[src/hdl/iatf_pkg.sv]
// ----------------------------------------------------------------------------
// iatf_pkg
// Shared types, constants and the digit-to-ASCII function of the formatter.
// ----------------------------------------------------------------------------
`default_nettype none

package iatf_pkg;

    // Hex formats print the low HEX_WIDTH bits (32 to 64)
    localparam int HEX_WIDTH  = 64;
    localparam int VALUE_W    = 64;
    localparam int DEC_BITS   = 32;
    localparam int BCD_DIGITS = 10;
    localparam int NIBBLES    = VALUE_W / 4;

    localparam logic [VALUE_W-1:0] HEX_MASK =
        (HEX_WIDTH >= VALUE_W) ? {VALUE_W{1'b1}}
                               : ((VALUE_W'(1) << HEX_WIDTH) - VALUE_W'(1));

    // Action codes
    localparam logic [1:0] ACT_SDEC = 2'd0;
    localparam logic [1:0] ACT_UDEC = 2'd1;
    localparam logic [1:0] ACT_HEXL = 2'd2;
    localparam logic [1:0] ACT_HEXU = 2'd3;

    localparam logic [6:0] CHAR_MINUS = 7'h2D;
    localparam logic [6:0] CHAR_ZERO  = 7'h30;
    localparam logic [6:0] CHAR_LOWER = 7'h57;   // 'a' - 10
    localparam logic [6:0] CHAR_UPPER = 7'h37;   // 'A' - 10

    // Classified request handed from front to back
    typedef struct packed {
        logic [1:0]         action;
        logic               neg;
        logic [VALUE_W-1:0] mag;
    } cmd_t;

    function automatic logic [6:0] digit_char(input logic [3:0] d, input logic upper);
        logic [6:0] base;
        if (d < 4'd10)
            base = CHAR_ZERO;
        else if (upper)
            base = CHAR_UPPER;
        else
            base = CHAR_LOWER;
        return base + {3'b000, d};
    endfunction

endpackage

`default_nettype wire

[src/hdl/iatf_in_if.sv]
// ----------------------------------------------------------------------------
// iatf_in_if
// Request channel: number to print and its format.
// ----------------------------------------------------------------------------
`default_nettype none

interface iatf_in_if;
    logic        valid;
    logic        ready;
    logic [63:0] value;
    logic [1:0]  action;

    modport source (output valid, output value, output action, input ready);
    modport sink   (input valid, input value, input action, output ready);
endinterface

`default_nettype wire

[src/hdl/iatf_out_if.sv]
// ----------------------------------------------------------------------------
// iatf_out_if
// Result channel: one ASCII character per transfer.
// ----------------------------------------------------------------------------
`default_nettype none

interface iatf_out_if;
    logic       valid;
    logic       ready;
    logic [6:0] char_out;
    logic       last;
    logic [4:0] char_count;

    modport source (output valid, output char_out, output last, output char_count,
                    input ready);
    modport sink   (input valid, input char_out, input last, input char_count,
                    output ready);
endinterface

`default_nettype wire

[src/hdl/iatf_front.sv]
// ----------------------------------------------------------------------------
// iatf_front
// Accepts requests, strips sign and masks the value for the chosen format.
// ----------------------------------------------------------------------------
`default_nettype none

module iatf_front (
    iatf_in_if.sink        item,
    input  wire logic      full,
    output logic           push,
    output iatf_pkg::cmd_t cmd
);
    import iatf_pkg::*;

    logic [DEC_BITS-1:0] lo;
    logic                neg;
    logic [DEC_BITS-1:0] lo_mag;

    assign item.ready = !full;
    assign push       = item.valid && !full;

    assign lo     = item.value[DEC_BITS-1:0];
    assign neg    = (item.action == ACT_SDEC) && lo[DEC_BITS-1];
    // two's complement negate; the most negative value maps onto itself
    assign lo_mag = neg ? (~lo + DEC_BITS'(1)) : lo;

    always_comb
    begin
        cmd.action = item.action;
        cmd.neg    = neg;
        if (item.action == ACT_HEXL || item.action == ACT_HEXU)
            cmd.mag = item.value & HEX_MASK;
        else
            cmd.mag = {{(VALUE_W-DEC_BITS){1'b0}}, lo_mag};
    end

endmodule

`default_nettype wire

[src/hdl/iatf_fifo.sv]
// ----------------------------------------------------------------------------
// iatf_fifo
// Two-entry queue of classified requests between front and back.
// ----------------------------------------------------------------------------
`default_nettype none

module iatf_fifo (
    input  wire logic           clk,
    input  wire logic           rst_n,
    input  wire logic           push,
    input  wire iatf_pkg::cmd_t push_cmd,
    output logic                full,
    input  wire logic           pop,
    output iatf_pkg::cmd_t      pop_cmd,
    output logic                empty
);
    import iatf_pkg::*;

    cmd_t       mem_reg [2];
    logic       wr_ptr_reg;
    logic       rd_ptr_reg;
    logic [1:0] count_reg;

    assign full    = (count_reg == 2'd2);
    assign empty   = (count_reg == 2'd0);
    assign pop_cmd = mem_reg[rd_ptr_reg];

    always_ff @(posedge clk)
    begin
        if (push)
            mem_reg[wr_ptr_reg] <= push_cmd;
    end

    always_ff @(posedge clk or negedge rst_n)
    begin
        if (!rst_n)
        begin
            wr_ptr_reg <= 1'b0;
            rd_ptr_reg <= 1'b0;
            count_reg  <= 2'd0;
        end
        else
        begin
            if (push)
                wr_ptr_reg <= !wr_ptr_reg;
            if (pop)
                rd_ptr_reg <= !rd_ptr_reg;
            if (push && !pop)
                count_reg <= count_reg + 2'd1;
            else if (pop && !push)
                count_reg <= count_reg - 2'd1;
        end
    end

endmodule

`default_nettype wire

[src/hdl/iatf_back.sv]
// ----------------------------------------------------------------------------
// iatf_back
// Converts one request to digits (shift-add-3 for decimal) and emits the
// characters most significant first through an output register.
// ----------------------------------------------------------------------------
`default_nettype none

module iatf_back (
    input  wire logic           clk,
    input  wire logic           rst_n,
    input  wire logic           empty,
    input  wire iatf_pkg::cmd_t pop_cmd,
    output logic                pop,
    iatf_out_if.source          result
);
    import iatf_pkg::*;

    typedef enum logic [1:0] {ST_IDLE, ST_CONV, ST_SCAN, ST_EMIT} state_t;

    localparam int STEP_W = $clog2(DEC_BITS);
    localparam int BCD_W  = 4 * BCD_DIGITS;

    state_t              state_reg;
    logic [STEP_W-1:0]   step_reg;
    logic [DEC_BITS-1:0] bin_reg;
    logic [VALUE_W-1:0]  dig_reg;
    logic                upper_reg;
    logic                sign_reg;
    logic [3:0]          pos_reg;
    logic [4:0]          total_reg;
    logic                out_valid_reg;
    logic [6:0]          char_reg;
    logic                last_reg;
    logic [4:0]          count_reg;

    logic [BCD_W-1:0]    bcd_adj;
    logic [VALUE_W-1:0]  dig_next;
    logic [4:0]          ndig;
    logic                out_free;
    logic                emit_fire;
    logic [3:0]          cur_digit;

    assign pop       = (state_reg == ST_IDLE) && !empty;
    assign out_free  = !out_valid_reg || result.ready;
    assign emit_fire = (state_reg == ST_EMIT) && out_free;

    // one shift-add-3 step over the BCD digits
    always_comb
    begin
        for (int i = 0; i < BCD_DIGITS; i++)
        begin
            if (dig_reg[4*i +: 4] >= 4'd5)
                bcd_adj[4*i +: 4] = dig_reg[4*i +: 4] + 4'd3;
            else
                bcd_adj[4*i +: 4] = dig_reg[4*i +: 4];
        end
        dig_next = {{(VALUE_W-BCD_W){1'b0}}, bcd_adj[BCD_W-2:0], bin_reg[DEC_BITS-1]};
    end

    // significant digit count, at least one
    always_comb
    begin
        ndig = 5'd1;
        for (int i = 1; i < NIBBLES; i++)
        begin
            if (dig_reg[4*i +: 4] != 4'd0)
                ndig = 5'(i + 1);
        end
    end

    assign cur_digit = dig_reg[{pos_reg, 2'b00} +: 4];

    always_ff @(posedge clk or negedge rst_n)
    begin
        if (!rst_n)
        begin
            state_reg     <= ST_IDLE;
            step_reg      <= '0;
            bin_reg       <= '0;
            dig_reg       <= '0;
            upper_reg     <= 1'b0;
            sign_reg      <= 1'b0;
            pos_reg       <= '0;
            total_reg     <= '0;
            out_valid_reg <= 1'b0;
            char_reg      <= '0;
            last_reg      <= 1'b0;
            count_reg     <= '0;
        end
        else
        begin
            if (emit_fire)
                out_valid_reg <= 1'b1;
            else if (result.ready)
                out_valid_reg <= 1'b0;

            unique case (state_reg)
                ST_IDLE:
                begin
                    if (!empty)
                    begin
                        sign_reg  <= pop_cmd.neg;
                        upper_reg <= (pop_cmd.action == ACT_HEXU);
                        bin_reg   <= pop_cmd.mag[DEC_BITS-1:0];
                        step_reg  <= '0;
                        if (pop_cmd.action == ACT_HEXL || pop_cmd.action == ACT_HEXU)
                        begin
                            dig_reg   <= pop_cmd.mag;
                            state_reg <= ST_SCAN;
                        end
                        else
                        begin
                            dig_reg   <= '0;
                            state_reg <= ST_CONV;
                        end
                    end
                end
                ST_CONV:
                begin
                    dig_reg  <= dig_next;
                    bin_reg  <= {bin_reg[DEC_BITS-2:0], 1'b0};
                    step_reg <= step_reg + STEP_W'(1);
                    if (step_reg == STEP_W'(DEC_BITS - 1))
                        state_reg <= ST_SCAN;
                end
                ST_SCAN:
                begin
                    pos_reg   <= 4'(ndig - 5'd1);
                    total_reg <= ndig + {4'd0, sign_reg};
                    state_reg <= ST_EMIT;
                end
                ST_EMIT:
                begin
                    if (out_free)
                    begin
                        if (sign_reg)
                        begin
                            char_reg  <= CHAR_MINUS;
                            last_reg  <= 1'b0;
                            count_reg <= '0;
                            sign_reg  <= 1'b0;
                        end
                        else
                        begin
                            char_reg <= digit_char(cur_digit, upper_reg);
                            pos_reg  <= pos_reg - 4'd1;
                            if (pos_reg == 4'd0)
                            begin
                                last_reg  <= 1'b1;
                                count_reg <= total_reg;
                                state_reg <= ST_IDLE;
                            end
                            else
                            begin
                                last_reg  <= 1'b0;
                                count_reg <= '0;
                            end
                        end
                    end
                end
                default:
                begin
                    state_reg <= ST_IDLE;
                end
            endcase
        end
    end

    assign result.valid      = out_valid_reg;
    assign result.char_out   = char_reg;
    assign result.last       = last_reg;
    assign result.char_count = count_reg;

endmodule

`default_nettype wire

[src/hdl/integer_to_ascii_formatter_core.sv]
// ----------------------------------------------------------------------------
// integer_to_ascii_formatter_core
// Prints a number as ASCII text, one character per result transfer.
// ----------------------------------------------------------------------------
// Each request carries a 64-bit value and an action: 0 signed 32-bit decimal,
// 1 unsigned 32-bit decimal, 2 hex lower case, 3 hex upper case (hex over
// the low HEX_WIDTH bits, 64 here). Characters leave most significant first
// with no leading zeros; zero prints as "0", negatives get a leading '-',
// and -2147483648 prints in full. The final character has last set and
// carries the character count; earlier ones carry a count of zero.
// A decimal request is dequeued, converted by shift-add-3 in the back
// end, its leading digit found, then its characters (up to 11) go out
// one per cycle while the sink keeps up with the output register.
// A hex request skips the conversion, with up to 16 characters. The back
// end handles one request at a time; the front end and a two-entry queue
// keep accepting requests while it works, and the output register lets a
// character wait for the sink without holding up the queue.
// ----------------------------------------------------------------------------
`default_nettype none

module integer_to_ascii_formatter_core (
    input  wire logic  clk,
    input  wire logic  rst_n,
    iatf_in_if.sink    item,
    iatf_out_if.source result
);
    import iatf_pkg::*;

    logic push;
    logic full;
    logic pop;
    logic empty;
    cmd_t push_cmd;
    cmd_t pop_cmd;

    // classify incoming requests
    iatf_front u_front (
        .item (item),
        .full (full),
        .push (push),
        .cmd  (push_cmd)
    );

    // decouples request acceptance from character emission
    iatf_fifo u_fifo (
        .clk      (clk),
        .rst_n    (rst_n),
        .push     (push),
        .push_cmd (push_cmd),
        .full     (full),
        .pop      (pop),
        .pop_cmd  (pop_cmd),
        .empty    (empty)
    );

    // conversion and emission
    iatf_back u_back (
        .clk     (clk),
        .rst_n   (rst_n),
        .empty   (empty),
        .pop_cmd (pop_cmd),
        .pop     (pop),
        .result  (result)
    );

    // queue never written when full or read when empty
    a_no_overflow: assert property (@(posedge clk) disable iff (!rst_n)
        push |-> !full)
        else $error("request queue overflow");

    a_no_underflow: assert property (@(posedge clk) disable iff (!rst_n)
        pop |-> !empty)
        else $error("request queue underflow");

    // count present exactly on the final character
    a_count_last: assert property (@(posedge clk) disable iff (!rst_n)
        result.valid && result.last |-> result.char_count != 5'd0)
        else $error("final character without count");

    a_count_mid: assert property (@(posedge clk) disable iff (!rst_n)
        result.valid && !result.last |-> result.char_count == 5'd0)
        else $error("count on a non-final character");

endmodule

`default_nettype wire

[src/flat_wrapper.sv]
// flat-port wrapper written by rule: the top's interface ports become plain ports
module integer_to_ascii_formatter_core_flat import iatf_pkg::*;
  (clk, rst_n, item_valid, item_value, item_action, item_ready, result_valid, result_char_out, result_last, result_char_count, result_ready);
  iatf_in_if item_i ();
  iatf_out_if result_i ();
  input  wire logic clk;
  input  wire logic rst_n;
  input wire logic [$bits(item_i.valid)-1:0] item_valid;
  input wire logic [$bits(item_i.value)-1:0] item_value;
  input wire logic [$bits(item_i.action)-1:0] item_action;
  output wire logic [$bits(item_i.ready)-1:0] item_ready;
  output wire logic [$bits(result_i.valid)-1:0] result_valid;
  output wire logic [$bits(result_i.char_out)-1:0] result_char_out;
  output wire logic [$bits(result_i.last)-1:0] result_last;
  output wire logic [$bits(result_i.char_count)-1:0] result_char_count;
  input wire logic [$bits(result_i.ready)-1:0] result_ready;
  assign item_i.valid = item_valid;
  assign item_i.value = item_value;
  assign item_i.action = item_action;
  assign item_ready = item_i.ready;
  assign result_valid = result_i.valid;
  assign result_char_out = result_i.char_out;
  assign result_last = result_i.last;
  assign result_char_count = result_i.char_count;
  assign result_i.ready = result_ready;
  integer_to_ascii_formatter_core u_core (.clk(clk), .rst_n(rst_n), .item(item_i), .result(result_i));
endmodule
[config.mk]
export PLATFORM = sky130hd
export DESIGN_NAME = integer_to_ascii_formatter_core_flat
export DESIGN_NICKNAME = d
export VERILOG_FILES = /design/src/hdl/iatf_pkg.sv /design/src/hdl/iatf_in_if.sv /design/src/hdl/iatf_out_if.sv /design/src/hdl/iatf_front.sv /design/src/hdl/iatf_fifo.sv /design/src/hdl/iatf_back.sv /design/src/hdl/integer_to_ascii_formatter_core.sv /design/src/flat_wrapper.sv
export SDC_FILE = /design/constraint.sdc
export NUM_CORES = 1
export LEC_CHECK = 0
export ABC_CLOCK_PERIOD_IN_PS = 5400
export BUFFER_PORTS_ARGS = -buffer_cell sky130_fd_sc_hd__buf_2
export CORE_ASPECT_RATIO = 0.5
export CORE_MARGIN = 1
export CORE_UTILIZATION = 45
export CTS_BUF_LIST = sky130_fd_sc_hd__clkbuf_4 sky130_fd_sc_hd__clkbuf_8
export DETAILED_ROUTE_END_ITERATION = 8
export HOLD_SLACK_MARGIN = 0.02
export PLACE_DENSITY = 0.59
export SKIP_CTS_REPAIR_TIMING = 1
export SLEW_MARGIN = 20
export SYNTH_ARGS = -nofsm -noshare
export SYNTH_HDL_FRONTEND = slang
export SYNTH_HIERARCHICAL = 1
export SYNTH_SLANG_ARGS = --single-unit
[constraint.sdc]
create_clock -name clk -period 5.4 [get_ports clk]
set_input_delay 0.54 -clock clk [delete_from_list [all_inputs] [get_ports clk]]
set_output_delay 0.54 -clock clk [all_outputs]
set_load 0.03 [all_outputs]
; ---- Word level (Yosys, flattened, before mapping)
; Memories as Yosys holds them, arrays and structs flattened.
; Index checks and enable logic that the tools add are counted.
[word_totals]
n_memories = 1
mem_bits_rw = 134
ff_bits = 132
output_inout_bits = 15
[mem_list]
columns = memory, depth, word_bits, read_ports, rd_clocked_by_memory_dff, write_ports, line_no
row1 = u_core.u_fifo.mem_reg, 2, 67, 1, 0, 1, iatf_fifo.sv:19  ; cmd_t mem_reg [2];
[classes]
n_reduce_logical = 46
shifts = 1
add_sub_neg = 18
magnitude_cmp = 11
bitwise = 2
mux = 63
eq_ne = 14
[op_table]
columns = cell, count
row1 = $mux W64, 3
row2 = $pmux W64 S2, 1
row3 = $mux W5, 17
row4 = $mux W32, 2
row5 = $pmux W32 S2, 1
row6 = $shiftx A64 B7 Y4, 1
row7 = $reduce_bool A4 Y1, 15
row8 = $mux W4, 11
row9 = $mux W7, 6
row10 = $ge A4 B3 Y1 const B, 10
row11 = $add A4 B2 Y4 const B, 9
row12 = $add A32 B1 Y32 const B, 1
row13 = $not A32 Y32, 1
row14 = $mux W2, 9
row15 = $eq A2 B2 Y1 const B, 7
row16 = $pmux W5 S2, 1
row17 = $reduce_bool A2 Y1, 5
row18 = $mux W1, 8
row19 = $ne A2 B2 Y1 const B, 4
row20 = $pmux W2 S4, 1
row21 = $pmux W4 S2, 1
row22 = $sub A4 B1 Y4 const B, 2
row23 = $add A7 B4 Y7, 1
row24 = $logic_not A1 Y1, 7
row25 = other kinds (19), 31

; ---- Longest topological paths before layout
[logic_depth]
depth_word = 18
ltp_mapped = 13
mapped_depth_nobuf = 13

; ---- By module
; The synthesis kept the hierarchy.
[by_module_without_submodules]
columns = module, cells_per_inst, instances, area_each_um2
row1 = iatf_back, 774, 1, 7479.7
row2 = iatf_fifo, 225, 1, 5112.4
row3 = iatf_front, 146, 1, 979.7

; ---- Worst setup path after synthesis
; No wires, ideal clock.
[synth_path]
kind = input -> register
from = input port item_valid
to = memory u_core/u_fifo/mem_reg[0][0] (netlist bit), enable pin
arrival_ns = 3.791
required_ns = 4.900
cell_stages = 2
slack_ns = 1.109
setup_time_ns = 0.500
path_cell_list = nor2b_1 nor2b_1
[synth_between]
elab_chain_cells = 3
[synth_rtl]
columns = element, line_no
row1 = "start, declared", flat_wrapper.sv:8  ; input wire logic [$bits(item_i.valid)-1:0] item_valid;
row2 = $logic_and A1 B1 Y1, iatf_front.sv:20  ; assign push = item.valid && !full;
row3 = $mux W1, iatf_fifo.sv:30  ; if (push)
row4 = $mux W1 (not written as such), iatf_fifo.sv:31  ; mem_reg[wr_ptr_reg] <= push_cmd;
row5 = "end, declared", iatf_fifo.sv:19
; Every way passes these cells.

; ---- Worst setup path in the final report
[layout_path]
from = register u_core.u_back.pos_reg[0]
to = register u_core.u_back.char_reg[2] (netlist: u_core/u_back/result.char_out[2])
[layout_between]
elab_chain_cells = 8
[layout_rtl]
columns = element, line_no
row1 = "start, declared", iatf_back.sv:29  ; logic [3:0] pos_reg;
row2 = "start signal, assigned", iatf_back.sv:128  ; pos_reg <= 4'(ndig - 5'd1);
row3 = "start signal, assigned", iatf_back.sv:146  ; pos_reg <= pos_reg - 4'd1;
row4 = $shiftx A64 B7 Y4 *, iatf_back.sv:71  ; assign cur_digit = dig_reg[{pos_reg, 2'b00} +: 4];
row5 = $lt A4 B4 Y1, iatf_pkg.sv:40  ; if (d < 4'd10)
row6 = $mux W7, iatf_pkg.sv:40
row7 = $mux W7, iatf_back.sv:136  ; if (sign_reg)
row8 = $mux W7, iatf_back.sv:134  ; if (out_free)
row9 = $mux W7, iatf_back.sv:97  ; unique case (state_reg)
row10 = $add A7 B4 Y7 *, iatf_pkg.sv:46  ; return base + {3'b000, d};
row11 = $mux W7 *, iatf_back.sv:136
row12 = "end signal, assigned", iatf_back.sv:145  ; char_reg <= digit_char(cur_digit, upper_reg);
row13 = "end, declared", iatf_back.sv:32  ; logic [6:0] char_reg;
; Mark *: on every way between the ends. The rest lies on a longest branch, timed or not. The select of a mux whose other input is x is not followed.
; A chain may end at the register's enable or synchronous reset.

==> reports/qor.csv <==
stage,metric,value,unit
run_status,result_of_the_run,"complete, no violations",
critical_path,critical_path.max_stage_delay,920,ps
place,place_hpwl,21.0,mm
critical_path,cp.required,5850,ps
detailed_routing,route.vias.total,9215,
critical_path,setup.worst_path.start,u_core/u_back/pos_reg[0],
floorplanning,rows,44,
yosys,syn_nets,1249,
sta,maxSlewHeadroom,33.8,%
cts,max-clock-path-buffers,3,
grt,globalRouteTotalUtil,20.4,%
detailed_routing,routed_via_density,5.63,
cts,worst_skew_pair.late_latency,560,ps
yosys,synth_enable_flop_cells,134,
sta,setup_total_neg_slack,0,ps
yosys,synth.ff_latch_count,266,
grt,globalRoute.totalOverflow,0,
cts,tritoncts,yes,
place,port_buffers,84,
cells_and_area,layout.filler_cells,2609,
sta,hold_viol,0,
yosys,ys_top_cells_by_count,"sky130_fd_sc_hd__edfxtp_1, sky130_fd_sc_hd__dfrtp_1, sky130_fd_sc_hd__o21ai_0",
detailed_routing,drt.antenna.violating_nets,0,
place,gp_congestion,0.848,
critical_path,critical_path_peak_fanout,19,
power,cellLeakagePower,6.21,nW
sta,finalCriticalPeriod,3700,ps
critical_path,worstPathArrival,4150,ps
power,combinationalPowerShare,41.6,%
cts,cts_num_sinks,266,
critical_path,reg2reg_from,u_core/u_back/pos_reg[0],
grt,grt_max_degree,152,
job,max_cap_violations,0,
detailed_routing,detailedRoute.firstPassIterationCount,6,
hold_path,min_path_cells,1,
hold_path,min_path_type,primary input to flop,
grt,global_route_wire_length_before_repair,49.5,mm
yosys,synth_seq_area_share,54.0,%
sta,layout_setup_ws,1700,ps
detailed_routing,routed_wire_length_per_instance,18.8,microns
yosys,yosys.cell_count.top_type,sky130_fd_sc_hd__edfxtp_1,
yosys,ys_top_cells_by_area,"sky130_fd_sc_hd__edfxtp_1, sky130_fd_sc_hd__dfrtp_1, sky130_fd_sc_hd__mux2_2",
power,total_switching_power,0.00358,W
yosys,synth-async-reset-ratio,49.6,%
sta,hold_slack,210,ps
sta,final_min_period_over_clock_period,68.5,%
sta,grt_setup_unrepaired,no,
detailed_routing,post-route-drc-count,0,
sta,worst_clock_skew,18.3,ps
cells_and_area,diodes,0,
yosys,syn_avg_cell_area,11.9,sq um
critical_path,timing.critical_path.to_type,flop,
cells_and_area,ff_latch_area,7330,sq um
yosys,postSynth.topFlopCell,sky130_fd_sc_hd__edfxtp_1,
grt,grt_antenna_before_repair,0,
power,power_density,597,nW/um^2
yosys,yosys.area.top_type,sky130_fd_sc_hd__edfxtp_1,
cts,root_buffer,sky130_fd_sc_hd__clkbuf_8,
cells_and_area,multiInputGateArea,5800,sq um
floorplanning,die_area,30900,sq um
floorplanning,chipHeight,125,microns
yosys,synthDistinctLibCells,76,
critical_path,path_cells,"mux4_1, a22oi_1, nand3_2, o21a_1, ha_1, fa_1, nand3b_1, nor2_1, mux2_2, nor3_1",
power,sw_frac_of_total,39.6,%
cells_and_area,final_layout_size_suffix_gt1_share,21.7,%
place,pre_cts_ws,1720,ps
hold_path,worst_hold_startpoint,item_action[0],
detailed_routing,route.final.wire_length,30.7,mm
floorplanning,start_util,46.3,%
grt,first_global_vias,9093,
yosys,mapped_cell_area,13600,sq um
cts,clk_pin_slew,70,ps
cts,tritoncts_buffer_count,40,
critical_path,startpoint_type,flop,
cts,htreeDepth,2,
cells_and_area,final_net_count,1317,
yosys,netlist_instances,1145,
sta,setup-violations-final,0,
sta,timing.final.max_slew_violations,0,
critical_path,timing_worst_setup_path_type,flop to flop,
yosys,synth_largest_type_area_fraction,29.6,%
critical_path,ff2ff_path_depth,10,
floorplanning,die_x,248,microns
cells_and_area,largest_register_ff_count,134,
sta,tightestPinTransition,994,ps
detailed_routing,detailedRoute.firstIterationViolations,705,
critical_path,cp_slowest_cell,sky130_fd_sc_hd__dfrtp_1,
power,pwr-share-clk,19.8,%
sta,maxClockFrequency,0.270,GHz
power,peak_supply_drop,0.000455,V
floorplanning,pin_count,85,
cells_and_area,area_delta_synth_final,11.7,%
power,seq_power_share,38.6,%
floorplanning,core_area,29300,sq um
yosys,yosys_warnings,6,
power,power_report.internal_total,0.00547,W
power by group through the flow:
| stage | clock network, W | logic [W] | registers [W] |
|---|---|---|---|
| final | 0.00179 | 0.00376 | 0.00350 |
| after global routing | 0.00194 | 0.00419 | 0.00358 |
| after CTS | 0.00185 | 0.00378 | 0.00349 |
| after detailed placement | 0 | 0.00376 | 0.00352 |
| after global placement | 0 | 0.00366 | 0.00349 |
| after floorplan | 0 | 0.00300 | 0.00326 |
path summary, 6_finish.rpt:
| check | slack [ps] | endpoint |
|---|---|---|
| max in group asynchronous | 3700 | u_core/u_back/dig_reg[37] |
| min | 210 | u_core/u_fifo/mem_reg[0][65] |
| min in group asynchronous | 460 | u_core/u_fifo/count_reg[1] |
| max reg2reg | 1700 | u_core/u_back/result.char_out[2] |
| min reg2reg | 480 | u_core/u_back/result.last |
| max | 1700 | u_core/u_back/result.char_out[2] |
stage by stage:
stage,cells,total power [W],utilization (%),cell area [sq um]
after CTS,1635,0.00912,51.6,15100
after global routing,1636,0.00971,51.7,15200
after floorplan,1145,0.00626,-,13600
after global placement,1561,0.00715,48.6,14300
after detailed placement,1561,0.00728,48.6,14300
final,1636,0.00905,51.7,15200
logic make-up after synthesis:
kind of cell	count (synthesis)	synth area share [%]
buffers and inverters	106	3.48
adder cells (fa/ha/maj)	34	3.19
XOR/XNOR	47	3.03
AND/OR/NAND/NOR	298	12.4
flip-flops	266	54.0
AO/OA/AOI/OAI	299	14.0
multiplexers	95	9.95
per-layer routing:
layer  GRT usage (%)  vias to the layer above  share of wire [%]
met5               0                        -                  0
met4            4.94                        0                1.4
met3            4.40                       32                6.1
met2            29.1                      244                 43
met1            31.3                     4571                 50
li1                -                     4368                  -
critical path, delay by kind of cell (launching register included):
kind                       cells  cell delay [ps]
DFF                            1              920
muxes                          2              920
adders and majority gates      2              670
AOI/OAI and AO/OA              2              510
and+or+nand+nor                4              570
final cells by class:
cell class | count | area share (%)
Inverter | 37 | 0.916
Tap cell | 391 | 3.23
Clock buffer | 57 | 4.72
Sequential cell | 266 | 48.4
Multi-Input combinational cell | 773 | 38.3
Timing Repair Buffer | 95 | 3.43
Clock inverter | 17 | 1.05
layout by cell type (no fill, tap or decap), types with 13 or more instances in the layout:
master and n:
sky130_fd_sc_hd__mux2_2 51, sky130_fd_sc_hd__nand2b_1 27, sky130_fd_sc_hd__inv_1 36, sky130_fd_sc_hd__xor2_1 24
sky130_fd_sc_hd__dfrtp_1 131, sky130_fd_sc_hd__nor3b_1 17, sky130_fd_sc_hd__a221oi_1 19, sky130_fd_sc_hd__nand2_1 87
sky130_fd_sc_hd__mux2_4 20, sky130_fd_sc_hd__buf_2 83, sky130_fd_sc_hd__xnor2_1 23, sky130_fd_sc_hd__o21ai_0 103
sky130_fd_sc_hd__a31oi_1 13, sky130_fd_sc_hd__ha_1 32, sky130_fd_sc_hd__and2_1 35, sky130_fd_sc_hd__clkbuf_8 46
sky130_fd_sc_hd__nor3_1 14, sky130_fd_sc_hd__edfxtp_1 134, sky130_fd_sc_hd__a21oi_1 77, sky130_fd_sc_hd__a22o_1 32
sky130_fd_sc_hd__nor2_1 31, sky130_fd_sc_hd__nor2b_1 37
No activity file was read; power rests on OpenSTA's default activity.
